### src/sv/i2cms_pkg.sv
`timescale 1ns / 1ps
// ----------------------------------------------------------------------------
// i2cms_pkg
// Shared types and constants of the I2C master bit sequencer.
// ----------------------------------------------------------------------------
package i2cms_pkg;

    // Bit count register width; also holds the recovery pulse limit
    localparam int BIT_CNT_W       = 4;
    localparam int PHASE_W         = 2;
    localparam int BYTE_W          = 8;
    localparam int BYTE_BITS       = 8;
    localparam int RECOVER_PULSES  = 9;
    localparam int QUEUE_DEPTH     = 2;

    // Slot command codes
    typedef enum logic [2:0] {
        KIND_TICK     = 3'd0,
        KIND_START    = 3'd1,
        KIND_STOP     = 3'd2,
        KIND_WRITE    = 3'd3,
        KIND_READ     = 3'd4,
        KIND_SEND_ACK = 3'd5,
        KIND_RECV_ACK = 3'd6,
        KIND_RECOVER  = 3'd7
    } t_kind;

    // Classified slot, as queued between front and back
    typedef struct packed {
        t_kind               kind;
        logic                is_cmd;
        logic [BYTE_W-1:0]   seed;
        logic                sda;
    } t_slot_item;

    // One result beat
    typedef struct packed {
        logic                scl_level;
        logic                sda_level;
        logic                busy_res;
        logic                done_res;
        logic [BYTE_W-1:0]   read_byte;
        logic                ack_seen;
        logic                bus_stuck;
        logic                rejected;
    } t_slot_res;

    // Queue status seen by the front end
    typedef struct packed {
        logic full;
        logic empty;
    } t_queue_stat;

endpackage

### src/sv/i2cms_item_if.sv
`timescale 1ns / 1ps
// ----------------------------------------------------------------------------
// i2cms_item_if
// Input slot channel: valid/ready handshake with the slot fields.
// ----------------------------------------------------------------------------
interface i2cms_item_if;
    logic                          valid;
    logic                          ready;
    logic [2:0]                    kind;
    logic [i2cms_pkg::BYTE_W-1:0]  write_byte;
    logic                          ack_value;
    logic                          sda_sample;

    modport source (output valid, kind, write_byte, ack_value, sda_sample, input ready);
    modport sink   (input valid, kind, write_byte, ack_value, sda_sample, output ready);
endinterface

### src/sv/i2cms_res_if.sv
`timescale 1ns / 1ps
// ----------------------------------------------------------------------------
// i2cms_res_if
// Result channel: valid/ready handshake with line drives and status.
// ----------------------------------------------------------------------------
interface i2cms_res_if;
    logic                          valid;
    logic                          ready;
    logic                          scl_level;
    logic                          sda_level;
    logic                          busy_res;
    logic                          done_res;
    logic [i2cms_pkg::BYTE_W-1:0]  read_byte;
    logic                          ack_seen;
    logic                          bus_stuck;
    logic                          rejected;

    modport source (output valid, scl_level, sda_level, busy_res, done_res, read_byte,
                    ack_seen, bus_stuck, rejected, input ready);
    modport sink   (input valid, scl_level, sda_level, busy_res, done_res, read_byte,
                    ack_seen, bus_stuck, rejected, output ready);
endinterface

### src/sv/i2cms_front.sv
`timescale 1ns / 1ps
// ----------------------------------------------------------------------------
// i2cms_front
// Accepts slot beats, classifies the command and builds the shift seed.
// ----------------------------------------------------------------------------
module i2cms_front (
    i2cms_item_if.sink               i_item,
    input  i2cms_pkg::t_queue_stat   i_qstat,
    output logic                     o_push,
    output i2cms_pkg::t_slot_item    o_entry
);

    i2cms_pkg::t_kind w_kind;

    assign w_kind       = i2cms_pkg::t_kind'(i_item.kind);
    assign i_item.ready = !i_qstat.full;
    assign o_push       = i_item.valid && !i_qstat.full;

    // Classify: command or plain tick, and preload for write / send ack
    always_comb begin
        o_entry.kind   = w_kind;
        o_entry.is_cmd = (w_kind != i2cms_pkg::KIND_TICK);
        o_entry.sda    = i_item.sda_sample;
        case (w_kind)
            i2cms_pkg::KIND_WRITE:    o_entry.seed = i_item.write_byte;
            i2cms_pkg::KIND_SEND_ACK: o_entry.seed = {{(i2cms_pkg::BYTE_W-1){1'b0}},
                                                      i_item.ack_value};
            default:                  o_entry.seed = '0;
        endcase
    end

endmodule

### src/sv/i2cms_queue.sv
`timescale 1ns / 1ps
// ----------------------------------------------------------------------------
// i2cms_queue
// Short register queue between the front end and the slot engine.
// ----------------------------------------------------------------------------
module i2cms_queue #(
    parameter int DEPTH = i2cms_pkg::QUEUE_DEPTH
) (
    input  logic                     i_clk,
    input  logic                     i_rst_n,
    input  logic                     i_push,
    input  i2cms_pkg::t_slot_item    i_entry,
    input  logic                     i_pop,
    output i2cms_pkg::t_slot_item    o_entry,
    output i2cms_pkg::t_queue_stat   o_stat
);

    localparam int PTR_W = (DEPTH > 1) ? $clog2(DEPTH) : 1;
    localparam int CNT_W = $clog2(DEPTH + 1);
    localparam logic [PTR_W-1:0] LAST_PTR = PTR_W'(DEPTH - 1);
    localparam logic [CNT_W-1:0] FULL_CNT = CNT_W'(DEPTH);

    i2cms_pkg::t_slot_item r_mem [DEPTH];
    logic [PTR_W-1:0]      r_wr_ptr, n_wr_ptr;
    logic [PTR_W-1:0]      r_rd_ptr, n_rd_ptr;
    logic [CNT_W-1:0]      r_count,  n_count;

    assign o_stat.full  = (r_count == FULL_CNT);
    assign o_stat.empty = (r_count == '0);
    assign o_entry      = r_mem[r_rd_ptr];

    // Pointer and count update
    always_comb begin
        n_wr_ptr = r_wr_ptr;
        n_rd_ptr = r_rd_ptr;
        n_count  = r_count;
        if (i_push) begin
            n_wr_ptr = (r_wr_ptr == LAST_PTR) ? '0 : r_wr_ptr + 1'b1;
        end
        if (i_pop) begin
            n_rd_ptr = (r_rd_ptr == LAST_PTR) ? '0 : r_rd_ptr + 1'b1;
        end
        if (i_push && !i_pop) begin
            n_count = r_count + 1'b1;
        end else if (!i_push && i_pop) begin
            n_count = r_count - 1'b1;
        end
    end

    always_ff @(posedge i_clk) begin
        if (!i_rst_n) begin
            r_wr_ptr <= '0;
            r_rd_ptr <= '0;
            r_count  <= '0;
        end else begin
            r_wr_ptr <= n_wr_ptr;
            r_rd_ptr <= n_rd_ptr;
            r_count  <= n_count;
        end
    end

    // Storage, no reset needed
    always_ff @(posedge i_clk) begin
        if (i_push) begin
            r_mem[r_wr_ptr] <= i_entry;
        end
    end

endmodule

### src/sv/i2cms_exec.sv
`timescale 1ns / 1ps
// ----------------------------------------------------------------------------
// i2cms_exec
// Slot engine: runs one bus slot per queued beat and registers the result.
// ----------------------------------------------------------------------------
module i2cms_exec #(
    parameter int RECOVER_PULSES = i2cms_pkg::RECOVER_PULSES
) (
    input  logic                     i_clk,
    input  logic                     i_rst_n,
    input  i2cms_pkg::t_slot_item    i_entry,
    input  i2cms_pkg::t_queue_stat   i_qstat,
    output logic                     o_pop,
    i2cms_res_if.source              o_res
);

    localparam int CW = i2cms_pkg::BIT_CNT_W;
    localparam int PW = i2cms_pkg::PHASE_W;
    localparam int BW = i2cms_pkg::BYTE_W;
    localparam logic [CW-1:0] PULSE_MAX = CW'(RECOVER_PULSES);
    localparam logic [CW-1:0] BITS_END  = CW'(i2cms_pkg::BYTE_BITS);

    // Sequence state
    i2cms_pkg::t_kind  r_cmd,   n_cmd;
    logic [PW-1:0]     r_phase, n_phase;
    logic [CW-1:0]     r_bits,  n_bits;
    logic [BW-1:0]     r_shift, n_shift;
    logic              r_tail,  n_tail;
    logic              r_scl,   n_scl;
    logic              r_sda,   n_sda;
    logic              r_ack,   n_ack;
    logic              r_stuck, n_stuck;
    logic [BW-1:0]     r_read,  n_read;
    logic              n_done;
    logic              n_rej;

    // Output register
    logic                  r_out_valid;
    i2cms_pkg::t_slot_res  r_res;

    assign o_pop = !i_qstat.empty && (!r_out_valid || o_res.ready);

    // One slot of the active sequence
    always_comb begin
        n_cmd   = r_cmd;
        n_phase = r_phase;
        n_bits  = r_bits;
        n_shift = r_shift;
        n_tail  = r_tail;
        n_scl   = r_scl;
        n_sda   = r_sda;
        n_ack   = r_ack;
        n_stuck = r_stuck;
        n_read  = r_read;
        n_done  = 1'b0;
        n_rej   = 1'b0;

        // Command launch or reject
        if (r_cmd != i2cms_pkg::KIND_TICK) begin
            n_rej = i_entry.is_cmd;
        end else if (i_entry.is_cmd) begin
            n_cmd   = i_entry.kind;
            n_phase = '0;
            n_bits  = '0;
            n_tail  = 1'b0;
            n_shift = i_entry.seed;
        end

        case (n_cmd)
            i2cms_pkg::KIND_TICK: begin
            end
            i2cms_pkg::KIND_START: begin
                case (n_phase)
                    2'd0:    n_sda = 1'b1;
                    2'd1:    n_scl = 1'b1;
                    2'd2:    n_sda = 1'b0;
                    default: begin
                        n_scl  = 1'b0;
                        n_done = 1'b1;
                    end
                endcase
                n_phase = n_phase + 1'b1;
            end
            i2cms_pkg::KIND_STOP: begin
                case (n_phase)
                    2'd0:    n_sda = 1'b0;
                    2'd1:    n_scl = 1'b1;
                    default: begin
                        n_sda  = 1'b1;
                        n_done = 1'b1;
                    end
                endcase
                n_phase = n_phase + 1'b1;
            end
            i2cms_pkg::KIND_WRITE: begin
                if (n_bits >= BITS_END) begin
                    n_sda  = 1'b1;
                    n_done = 1'b1;
                end else if (n_phase == 2'd0) begin
                    n_sda   = n_shift[BW-1];
                    n_shift = {n_shift[BW-2:0], 1'b0};
                    n_phase = 2'd1;
                end else if (n_phase == 2'd1) begin
                    n_scl   = 1'b1;
                    n_phase = 2'd2;
                end else begin
                    n_scl   = 1'b0;
                    n_phase = 2'd0;
                    n_bits  = n_bits + 1'b1;
                end
            end
            i2cms_pkg::KIND_READ: begin
                if (n_bits == '0) begin
                    n_sda   = 1'b1;
                    n_shift = '0;
                    n_bits  = CW'(1);
                    n_phase = 2'd0;
                end else if (n_phase == 2'd0) begin
                    n_scl   = 1'b1;
                    n_shift = {n_shift[BW-2:0], i_entry.sda};
                    n_phase = 2'd1;
                end else begin
                    n_scl   = 1'b0;
                    n_phase = 2'd0;
                    n_bits  = n_bits + 1'b1;
                    if (n_bits > BITS_END) begin
                        n_read = n_shift;
                        n_done = 1'b1;
                    end
                end
            end
            i2cms_pkg::KIND_SEND_ACK: begin
                case (n_phase)
                    2'd0:    n_sda = n_shift[0];
                    2'd1:    n_scl = 1'b1;
                    2'd2:    n_scl = 1'b0;
                    default: begin
                        n_sda  = 1'b1;
                        n_done = 1'b1;
                    end
                endcase
                n_phase = n_phase + 1'b1;
            end
            i2cms_pkg::KIND_RECV_ACK: begin
                case (n_phase)
                    2'd0:    n_sda = 1'b1;
                    2'd1: begin
                        n_scl = 1'b1;
                        n_ack = i_entry.sda;
                    end
                    default: begin
                        n_scl  = 1'b0;
                        n_done = 1'b1;
                    end
                endcase
                n_phase = n_phase + 1'b1;
            end
            i2cms_pkg::KIND_RECOVER: begin
                if (n_tail) begin
                    // Closing: hold SCL high, then a stop condition
                    if (n_phase == 2'd1) begin
                        n_phase = 2'd2;
                    end else if (n_phase == 2'd2) begin
                        n_sda   = 1'b0;
                        n_phase = 2'd3;
                    end else begin
                        n_sda   = 1'b1;
                        n_stuck = !i_entry.sda;
                        n_done  = 1'b1;
                    end
                end else if (n_phase == 2'd0 && n_bits == '0 && n_shift == '0) begin
                    // First slot: is SDA stuck at all
                    if (i_entry.sda) begin
                        n_stuck = 1'b0;
                        n_done  = 1'b1;
                    end else begin
                        n_sda   = 1'b1;
                        n_shift = BW'(1);
                    end
                end else if (n_phase == 2'd0) begin
                    n_scl = 1'b1;
                    if (i_entry.sda || n_bits >= PULSE_MAX) begin
                        n_tail = 1'b1;
                    end
                    n_phase = 2'd1;
                end else if (n_phase == 2'd1) begin
                    n_phase = 2'd2;
                end else if (n_phase == 2'd2) begin
                    n_scl   = 1'b0;
                    n_phase = 2'd3;
                end else begin
                    n_phase = 2'd0;
                    if (n_bits != '1) begin
                        n_bits = n_bits + 1'b1;
                    end
                end
            end
            default: n_done = 1'b1;
        endcase

        if (n_done) begin
            n_cmd   = i2cms_pkg::KIND_TICK;
            n_phase = '0;
            n_bits  = '0;
            n_tail  = 1'b0;
        end
    end

    // Sequence state registers
    always_ff @(posedge i_clk) begin
        if (!i_rst_n) begin
            r_cmd   <= i2cms_pkg::KIND_TICK;
            r_phase <= '0;
            r_bits  <= '0;
            r_shift <= '0;
            r_tail  <= 1'b0;
            r_scl   <= 1'b1;
            r_sda   <= 1'b1;
            r_ack   <= 1'b0;
            r_stuck <= 1'b0;
            r_read  <= '0;
        end else if (o_pop) begin
            r_cmd   <= n_cmd;
            r_phase <= n_phase;
            r_bits  <= n_bits;
            r_shift <= n_shift;
            r_tail  <= n_tail;
            r_scl   <= n_scl;
            r_sda   <= n_sda;
            r_ack   <= n_ack;
            r_stuck <= n_stuck;
            r_read  <= n_read;
        end
    end

    // Result register: loads on every engine step
    always_ff @(posedge i_clk) begin
        if (!i_rst_n) begin
            r_out_valid <= 1'b0;
        end else if (o_pop) begin
            r_out_valid <= 1'b1;
        end else if (o_res.ready) begin
            r_out_valid <= 1'b0;
        end
    end

    always_ff @(posedge i_clk) begin
        if (o_pop) begin
            r_res.scl_level <= n_scl;
            r_res.sda_level <= n_sda;
            r_res.busy_res  <= (n_cmd != i2cms_pkg::KIND_TICK);
            r_res.done_res  <= n_done;
            r_res.read_byte <= n_read;
            r_res.ack_seen  <= n_ack;
            r_res.bus_stuck <= n_stuck;
            r_res.rejected  <= n_rej;
        end
    end

    assign o_res.valid     = r_out_valid;
    assign o_res.scl_level = r_res.scl_level;
    assign o_res.sda_level = r_res.sda_level;
    assign o_res.busy_res  = r_res.busy_res;
    assign o_res.done_res  = r_res.done_res;
    assign o_res.read_byte = r_res.read_byte;
    assign o_res.ack_seen  = r_res.ack_seen;
    assign o_res.bus_stuck = r_res.bus_stuck;
    assign o_res.rejected  = r_res.rejected;

endmodule

### src/sv/i2c_master_bit_sequencer.sv
`timescale 1ns / 1ps
// ----------------------------------------------------------------------------
// i2c_master_bit_sequencer
// Open-drain I2C master line sequencer, one bus timing slot per beat.
// ----------------------------------------------------------------------------
//  channel | dir | beat carries                                 | handshake
//  i_item  | in  | kind, write_byte, ack_value, sda_sample      | valid/ready
//  o_res   | out | scl/sda drive, busy, done, read byte, acks,  | valid/ready
//          |     | bus_stuck, rejected                          |
//
// One beat in, one beat out; a new slot is taken every cycle while the
// queue holds a beat and the output is not stalled. A beat passes the queue
// slot, then the engine updates its sequence state and result register.
// Reset (synchronous, active low) idles the engine, releases SCL and SDA
// and empties the queue.
// A stalled output holds the engine; input beats keep landing in the
// queue until it fills.
// ----------------------------------------------------------------------------
module i2c_master_bit_sequencer #(
    parameter int RECOVER_PULSES = i2cms_pkg::RECOVER_PULSES,
    parameter int QUEUE_DEPTH    = i2cms_pkg::QUEUE_DEPTH
) (
    input  logic         i_clk,
    input  logic         i_rst_n,
    i2cms_item_if.sink   i_item,
    i2cms_res_if.source  o_res
);

    i2cms_pkg::t_queue_stat w_qstat;
    i2cms_pkg::t_slot_item  w_push_entry;
    i2cms_pkg::t_slot_item  w_pop_entry;
    logic                   w_push;
    logic                   w_pop;

    // Front end: accept and classify
    i2cms_front u_front (
        .i_item  (i_item),
        .i_qstat (w_qstat),
        .o_push  (w_push),
        .o_entry (w_push_entry)
    );

    // Decoupling queue
    i2cms_queue #(
        .DEPTH (QUEUE_DEPTH)
    ) u_queue (
        .i_clk   (i_clk),
        .i_rst_n (i_rst_n),
        .i_push  (w_push),
        .i_entry (w_push_entry),
        .i_pop   (w_pop),
        .o_entry (w_pop_entry),
        .o_stat  (w_qstat)
    );

    // Slot engine
    i2cms_exec #(
        .RECOVER_PULSES (RECOVER_PULSES)
    ) u_exec (
        .i_clk   (i_clk),
        .i_rst_n (i_rst_n),
        .i_entry (w_pop_entry),
        .i_qstat (w_qstat),
        .o_pop   (w_pop),
        .o_res   (o_res)
    );

endmodule

### src/flat_wrapper.sv
// flat-port wrapper written by rule: the top's interface ports become plain ports
module i2c_master_bit_sequencer_flat 
#(
    parameter int RECOVER_PULSES = i2cms_pkg::RECOVER_PULSES,
    parameter int QUEUE_DEPTH    = i2cms_pkg::QUEUE_DEPTH
)
  (i_clk, i_rst_n, i_item_valid, i_item_kind, i_item_write_byte, i_item_ack_value, i_item_sda_sample, i_item_ready, o_res_valid, o_res_scl_level, o_res_sda_level, o_res_busy_res, o_res_done_res, o_res_read_byte, o_res_ack_seen, o_res_bus_stuck, o_res_rejected, o_res_ready);
  i2cms_item_if i_item_i ();
  i2cms_res_if o_res_i ();
  input  logic i_clk;
  input  logic i_rst_n;
  input wire logic [$bits(i_item_i.valid)-1:0] i_item_valid;
  input wire logic [$bits(i_item_i.kind)-1:0] i_item_kind;
  input wire logic [$bits(i_item_i.write_byte)-1:0] i_item_write_byte;
  input wire logic [$bits(i_item_i.ack_value)-1:0] i_item_ack_value;
  input wire logic [$bits(i_item_i.sda_sample)-1:0] i_item_sda_sample;
  output wire logic [$bits(i_item_i.ready)-1:0] i_item_ready;
  output wire logic [$bits(o_res_i.valid)-1:0] o_res_valid;
  output wire logic [$bits(o_res_i.scl_level)-1:0] o_res_scl_level;
  output wire logic [$bits(o_res_i.sda_level)-1:0] o_res_sda_level;
  output wire logic [$bits(o_res_i.busy_res)-1:0] o_res_busy_res;
  output wire logic [$bits(o_res_i.done_res)-1:0] o_res_done_res;
  output wire logic [$bits(o_res_i.read_byte)-1:0] o_res_read_byte;
  output wire logic [$bits(o_res_i.ack_seen)-1:0] o_res_ack_seen;
  output wire logic [$bits(o_res_i.bus_stuck)-1:0] o_res_bus_stuck;
  output wire logic [$bits(o_res_i.rejected)-1:0] o_res_rejected;
  input wire logic [$bits(o_res_i.ready)-1:0] o_res_ready;
  assign i_item_i.valid = i_item_valid;
  assign i_item_i.kind = i_item_kind;
  assign i_item_i.write_byte = i_item_write_byte;
  assign i_item_i.ack_value = i_item_ack_value;
  assign i_item_i.sda_sample = i_item_sda_sample;
  assign i_item_ready = i_item_i.ready;
  assign o_res_valid = o_res_i.valid;
  assign o_res_scl_level = o_res_i.scl_level;
  assign o_res_sda_level = o_res_i.sda_level;
  assign o_res_busy_res = o_res_i.busy_res;
  assign o_res_done_res = o_res_i.done_res;
  assign o_res_read_byte = o_res_i.read_byte;
  assign o_res_ack_seen = o_res_i.ack_seen;
  assign o_res_bus_stuck = o_res_i.bus_stuck;
  assign o_res_rejected = o_res_i.rejected;
  assign o_res_i.ready = o_res_ready;
  i2c_master_bit_sequencer #(.RECOVER_PULSES(RECOVER_PULSES), .QUEUE_DEPTH(QUEUE_DEPTH)) u_core (.i_clk(i_clk), .i_rst_n(i_rst_n), .i_item(i_item_i), .o_res(o_res_i));
endmodule
### config.mk
export PLATFORM = sky130hd
export DESIGN_NAME = i2c_master_bit_sequencer_flat
export DESIGN_NICKNAME = d
export VERILOG_FILES = /design/src/sv/i2cms_pkg.sv /design/src/sv/i2cms_item_if.sv /design/src/sv/i2cms_res_if.sv /design/src/sv/i2cms_front.sv /design/src/sv/i2cms_queue.sv /design/src/sv/i2cms_exec.sv /design/src/sv/i2c_master_bit_sequencer.sv /design/src/flat_wrapper.sv
export SDC_FILE = /design/constraint.sdc
export NUM_CORES = 1
export LEC_CHECK = 0
export BUFFER_PORTS_ARGS = -buffer_cell sky130_fd_sc_hd__buf_2
export CELL_PAD_IN_SITES_DETAIL_PLACEMENT = 0
export CELL_PAD_IN_SITES_GLOBAL_PLACEMENT = 1
export CORE_MARGIN = 5
export CORE_UTILIZATION = 40
export CTS_CLUSTER_DIAMETER = 50
export DETAILED_ROUTE_END_ITERATION = 10
export PLACE_DENSITY_LB_ADDON = 0.1
export SLEW_MARGIN = 40
export SYNTH_ARGS = -nofsm -noshare
export SYNTH_HDL_FRONTEND = slang
export SYNTH_HIERARCHICAL = 1
export SYNTH_SLANG_ARGS = --single-unit
### constraint.sdc
create_clock -name i_clk -period 5.69 [get_ports i_clk]
set_clock_uncertainty 0.2 [all_clocks]
set_input_delay 1.138 -clock i_clk [delete_from_list [all_inputs] [get_ports i_clk]]
set_output_delay 1.138 -clock i_clk [all_outputs]
set_load 0.01 [all_outputs]
## Yosys cells after proc, flatten, opt, wreduce, memory -nomap -nowiden

Memory sizes are Yosys's and may differ from the RTL's. A register that Yosys moved wholly into a read port is not among the register bits.
Cells that the tools add are included.

- Add/subtract/negate cells: 6
- Order comparisons: 3
- Equal/unequal tests: 13
- Muxes and demuxes: 114
- Reduce and logical (&&, ||, !) cells: 30

Operator list:

| operator | number |
|---|---|
| 8-bit two-way mux | 13 |
| 1-bit two-way mux | 56 |
| 4-bit two-way mux | 14 |
| 2-bit two-way mux | 15 |
| 8-bit case mux with 3 select lines | 1 |
| 8-bit case mux with 2 select lines | 1 |
| 3-bit equality test, second input constant | 5 |
| 1-bit case mux with 7 select lines | 2 |
| 1-bit case mux with 2 select lines | 6 |
| 4-bit case mux with 3 select lines | 1 |
| 2-bit OR reduction | 5 |
| 3-bit by 2-bit equality test with 1-bit output, second input constant | 3 |
| 3-bit two-way mux | 3 |
| 3-bit nonzero test | 3 |
| 4-bit >= comparator, second input constant | 2 |
| 8-bit logical NOT | 1 |
| 2-bit case mux with 4 select lines | 1 |
| 1-bit logical AND | 6 |
| 1-bit logical NOT | 6 |
| 1-bit case mux with 5 select lines | 1 |
| 2-bit by 1-bit adder with 2-bit output, second input constant | 2 |
| 4-bit by 1-bit adder with 4-bit output, second input constant | 1 |
| 2-bit equality test, second input constant | 2 |
| 4-bit greater-than comparator, second input constant | 1 |
| other kinds (11) | 15 |

- Register bits after elaboration: 50
- Memory bits (writable): 26
- Input bits: 17
- Output and inout port bits: 17
- Memories kept: 1

Memories:

| memory | depth | width | rd ports | clocked after Yosys merged registers in | write ports | RTL line | RTL |
|---|---|---|---|---|---|---|---|
| u_core.u_queue.r_mem | 2 | 13 | 1 | 1 | 1 | i2cms_queue.sv:23 | `i2cms_pkg::t_slot_item r_mem [DEPTH];` |

## Logic depth before layout (Yosys ltp)

- Word-level depth: 11
- Mapped depth: 16
- Mapped depth without buffers: 12

## Modules after synthesis

Netlist, hierarchy kept.

By module, submodules not included:

| module | times used | cells each | area an instance (um^2) | seq. area each (um^2) |
|---|---|---|---|---|
| i2cms_exec | 1 | 404 | 3235.6 | 1071.0 |
| i2cms_queue | 1 | 62 | 1151.1 | 880.8 |
| i2cms_front | 1 | 18 | 121.4 | 0.0 |

## Worst setup path before layout

No wires, ideal clock.

- Path type: reg-to-reg
- Start point: register with a tool-made name
- End point: register u_core.u_exec.r_phase[0]
- Library setup time: 0.117 ns
- Arrival: 3.532 ns
- Required time: 5.373 ns
- Path slack: 1.841 ns
- Stages on the path, launching flop included: 16
- Path through: dfxtp_1 -> buf_2 -> mux2_2 -> or4b_4 -> buf_6 -> clkbuf_1 -> nand2_1 -> ha_1 -> nor3b_1 -> nand4_1 -> o21a_1 -> o211ai_1 -> or2_2 -> clkbuf_1 -> nor2_1 -> a22o_1

RTL lines:

| item | RTL line | RTL |
|---|---|---|
| end signal: assignment | i2cms_exec.sv:224 | `r_phase <= n_phase;` |
| end: declaration | i2cms_exec.sv:25 | `logic [PW-1:0] r_phase, n_phase;` |

==> impl_metrics.tcl <==
set metrics [dict create \
    cts-buffers-inserted 9 \
    register_area_um2 1952 \
    fin_crit_sh 0.7583 \
    hold_depth 2 \
    critPathMaxStageDelay_ns 0.63 \
    wirelength_um 12090 \
    synth_edf_count 41 \
    syn_area_per_cell_um2 9.314 \
    start_kind "register" \
    end_kind "register" \
    multi_input_area_um2 2370 \
    row_count 38 \
    die_h_um 116.2 \
    rsz0062_at_grt "false" \
    wl_met3_um 729 \
    powerDensity_nw_per_um2 559.5 \
    p_leak_uw 0.001907 \
    die_x_um 116.2 \
    dr_wl_met2_um 5352 \
    ant_nets 0 \
    post-route-drc-count 0 \
    grt_pass1_vias 3528 \
    cts_sinks 77 \
    setup-tns-final_ns 0 \
    coreArea_um2 10940 \
    synth_top_area_share 0.2731 \
    drt_iter0_markers 362 \
    worstSkewPairLatency_ns 0.34 \
    worst-r2r-cell-count 11 \
    period_needed_ns 4.314 \
    hold_viol 0 \
    crit_fanout 14 \
    wl_per_cell_um 18.52 \
    syn_nets 517 \
    tightest_slew_ns 0.7991 \
    gr-total-overflow 0 \
    swShare 0.4436 \
    syn-cell-area_um2 4508 \
    dr.pass1.iters 5 \
    cp_data_required_time_ns 5.57 \
    viasPerCell 5.757 \
    synthTopCellsByArea "edfxtp_1, dfxtp_1, nand2_1" \
    drive_gt1_frac 0.1774 \
    maxSlewHeadroom 0.4648 \
    ir_drop_mv 0.2474 \
    synth_cells 484 \
    synth_top_cell_by_area "edfxtp_1" \
    routed.top_layer "met4" \
    status "finished, final reports clean" \
    io_buffer_count 33 \
    gp_congestion 0.8711 \
    fin_ws_ns 1.376 \
    clk_pin_slew_ns 0.06 \
    synth_cell_types 65 \
    yosysWarnings 6 \
    grt_pass1_wl_um 19340 \
    crit_chain "mux2_2 > or4b_4 > nand2_1 > ha_1 > nor3b_1 > nand4_1 > o21ai_0 > o21ai_0 > a31oi_1 > nor2b_1 > o22ai_1" \
    antenna_found_initial 0 \
    pre_cts_slack_ns 1.511 \
    fp.dieArea_um2 13490 \
    seq_area_frac_synth 0.4330 \
    cp_slowest_cell "o21ai_0" \
    via_count 3759 \
    switching_power_uw 1260 \
    postCtsSetupRepairBufs 0 \
    track_usage 0.1869 \
    clkPwrFrac 0.189 \
    wl_met1_um 5756 \
    drv_slew 0 \
    pwr-share-seq 0.293 \
    pwr-share-comb 0.518 \
    async_flop_share 0 \
    num-nets-final 541 \
    arrival_ns 4.19 \
    cts-root-buf "clkbuf_16" \
    fill_cells 1077 \
    ctsHoldBuffers 0 \
    hp-class "reg2reg" \
    syn2layout_area_growth_pct 12.60 \
    critical_path.most_common_cell "o21ai_0" \
    cts_buffer_depth 2 \
    io_pins 34 \
    fmax_ghz 0.2318 \
    htree_levels 3 \
    criticalPathCategory "reg2reg" \
    maxCapViolations 0 \
    synth_seq_cells 77 \
    place_hpwl_um 8634 \
    initial_utilization 0.4122 \
    cts.repair.resized 0 \
    grt_max_degree 34 \
    antenna_cells 0 \
    power.internal_uw 1580 \
    setup_viol_count_final 0 \
    cts_tree "yes" \
    ys.flop_type "edfxtp_1" \
]
[per-layer routing]
metal / GRT usage / up-vias
li1: - / 1829
met1: 0.2645 / 1782
met2: 0.2812 / 126
met3: 0.04145 / 22
met4: 0.06883 / 0
met5: 0 / -
[cells in the final DEF, fill, tap and decap left out, types with 13 or more instances in the layout]
cell type / Yosys / routed
and2_1: 16 / 16
a21oi_1: 26 / 26
nand2_1: 64 / 64
nor2_1: 16 / 16
nor3_1: 16 / 16
edfxtp_1: 41 / 41
ha_1: 16 / 16
dfxtp_1: 36 / 36
nor2b_1: 13 / 13
inv_1: 14 / 14
mux2_2: 18 / 18
buf_2: 3 / 33
o21ai_0: 34 / 33
[cell families after synthesis]
logic type | Yosys count | synth area share
adders and majority gates | 16 | 0.04441
and+or+nand+nor | 182 | 0.2134
DFF | 77 | 0.4330
AOI/OAI and AO/OA | 130 | 0.1843
xor gates and xnor gates | 7 | 0.01360
muxes | 26 | 0.06273
buffers and inverters | 46 | 0.04857
[final timing paths]
check	start	to	slack, ns
max	register	u_core/u_exec/o_res.scl_level	1.38
min	u_core/u_exec/r_read[5]	u_core/u_exec/r_read[5]	0.27
max reg2reg	register	u_core/u_exec/o_res.scl_level	1.38
min reg2reg	u_core/u_exec/r_read[5]	u_core/u_exec/r_read[5]	0.27
[flip-flops by register name (all words and copies together), names as in the netlist, 2 cells and up, named ones only]
| register | count |
|---|---|
| u_core/u_exec/r_shift | 8 |
| u_core/u_queue/r_count | 2 |
| u_core/u_exec/r_phase | 2 |
| u_core/u_exec/o_res.read_byte | 8 |
| u_core/u_queue/r_mem | 26 |
| u_core/u_exec/r_cmd | 3 |
| u_core/u_exec/r_bits | 4 |
| u_core/u_exec/r_read | 8 |
[metrics by stage]
| step | hold WS, ns | utilization | cells | power, uW | cell area (um^2) |
|---|---|---|---|---|---|
| after floorplan | 0.2400 | - | 484 | 1854 | 4508 |
| after global placement | 0.2489 | 0.4370 | 637 | 2289 | 4778 |
| after detailed placement | 0.2611 | 0.4388 | 637 | 2285 | 4798 |
| after CTS | 0.2695 | 0.4642 | 653 | 2839 | 5076 |
| after global routing | 0.2925 | 0.4642 | 653 | 3024 | 5076 |
| final | 0.2679 | 0.4642 | 653 | 2840 | 5076 |
[power by group through the flow]
stage | registers, uW | clock network, uW | logic [uW]
finish | 831 | 538 | 1470
detailed placement | 841 | 0 | 1440
global route | 848 | 580 | 1600
global placement | 839 | 0 | 1450
floorplan | 847 | 0 | 1010
CTS | 830 | 558 | 1450
[critical path, delay by kind of cell, from the launching register on]
family	cells	cell delay, ns
DFF	1	0.31
and+or+nand+nor	5	1.77
adders and majority gates	1	0.32
muxes	1	0.28
AOI/OAI and AO/OA	4	1.15
[cells in the mapped netlist, drive strengths merged (3+ instances only)]
master / count
nand2: 66
edfxtp: 41
dfxtp: 36
o21ai: 36
a21oi: 26
clkbuf: 19
mux2: 18
and2: 17
ha: 16
nor2: 16
nor3: 16
inv: 14
nor2b: 13
a21boi: 11
a31oi: 10
buf: 10
nand3: 9
mux2i: 8
nand4: 6
o211ai: 6
nand2b: 5
or3: 5
a21o: 4
nand4b: 4
nor4: 4
o21a: 4
o221ai: 4
o22ai: 4
o31ai: 4
xnor2: 4
clkinv: 3
nor3b: 3
o2bb2ai: 3
or2: 3
xor2: 3
[area by class of cell]
type | instances | area share
repair buffers | 42 | 0.04585
multi-input cells | 361 | 0.4668
clock buffers | 10 | 0.04511
flip-flops and latches | 77 | 0.3845
inverters | 17 | 0.01356
well taps | 140 | 0.03451
clock inverters | 6 | 0.009613
Power figures use the tool's default switching activity.
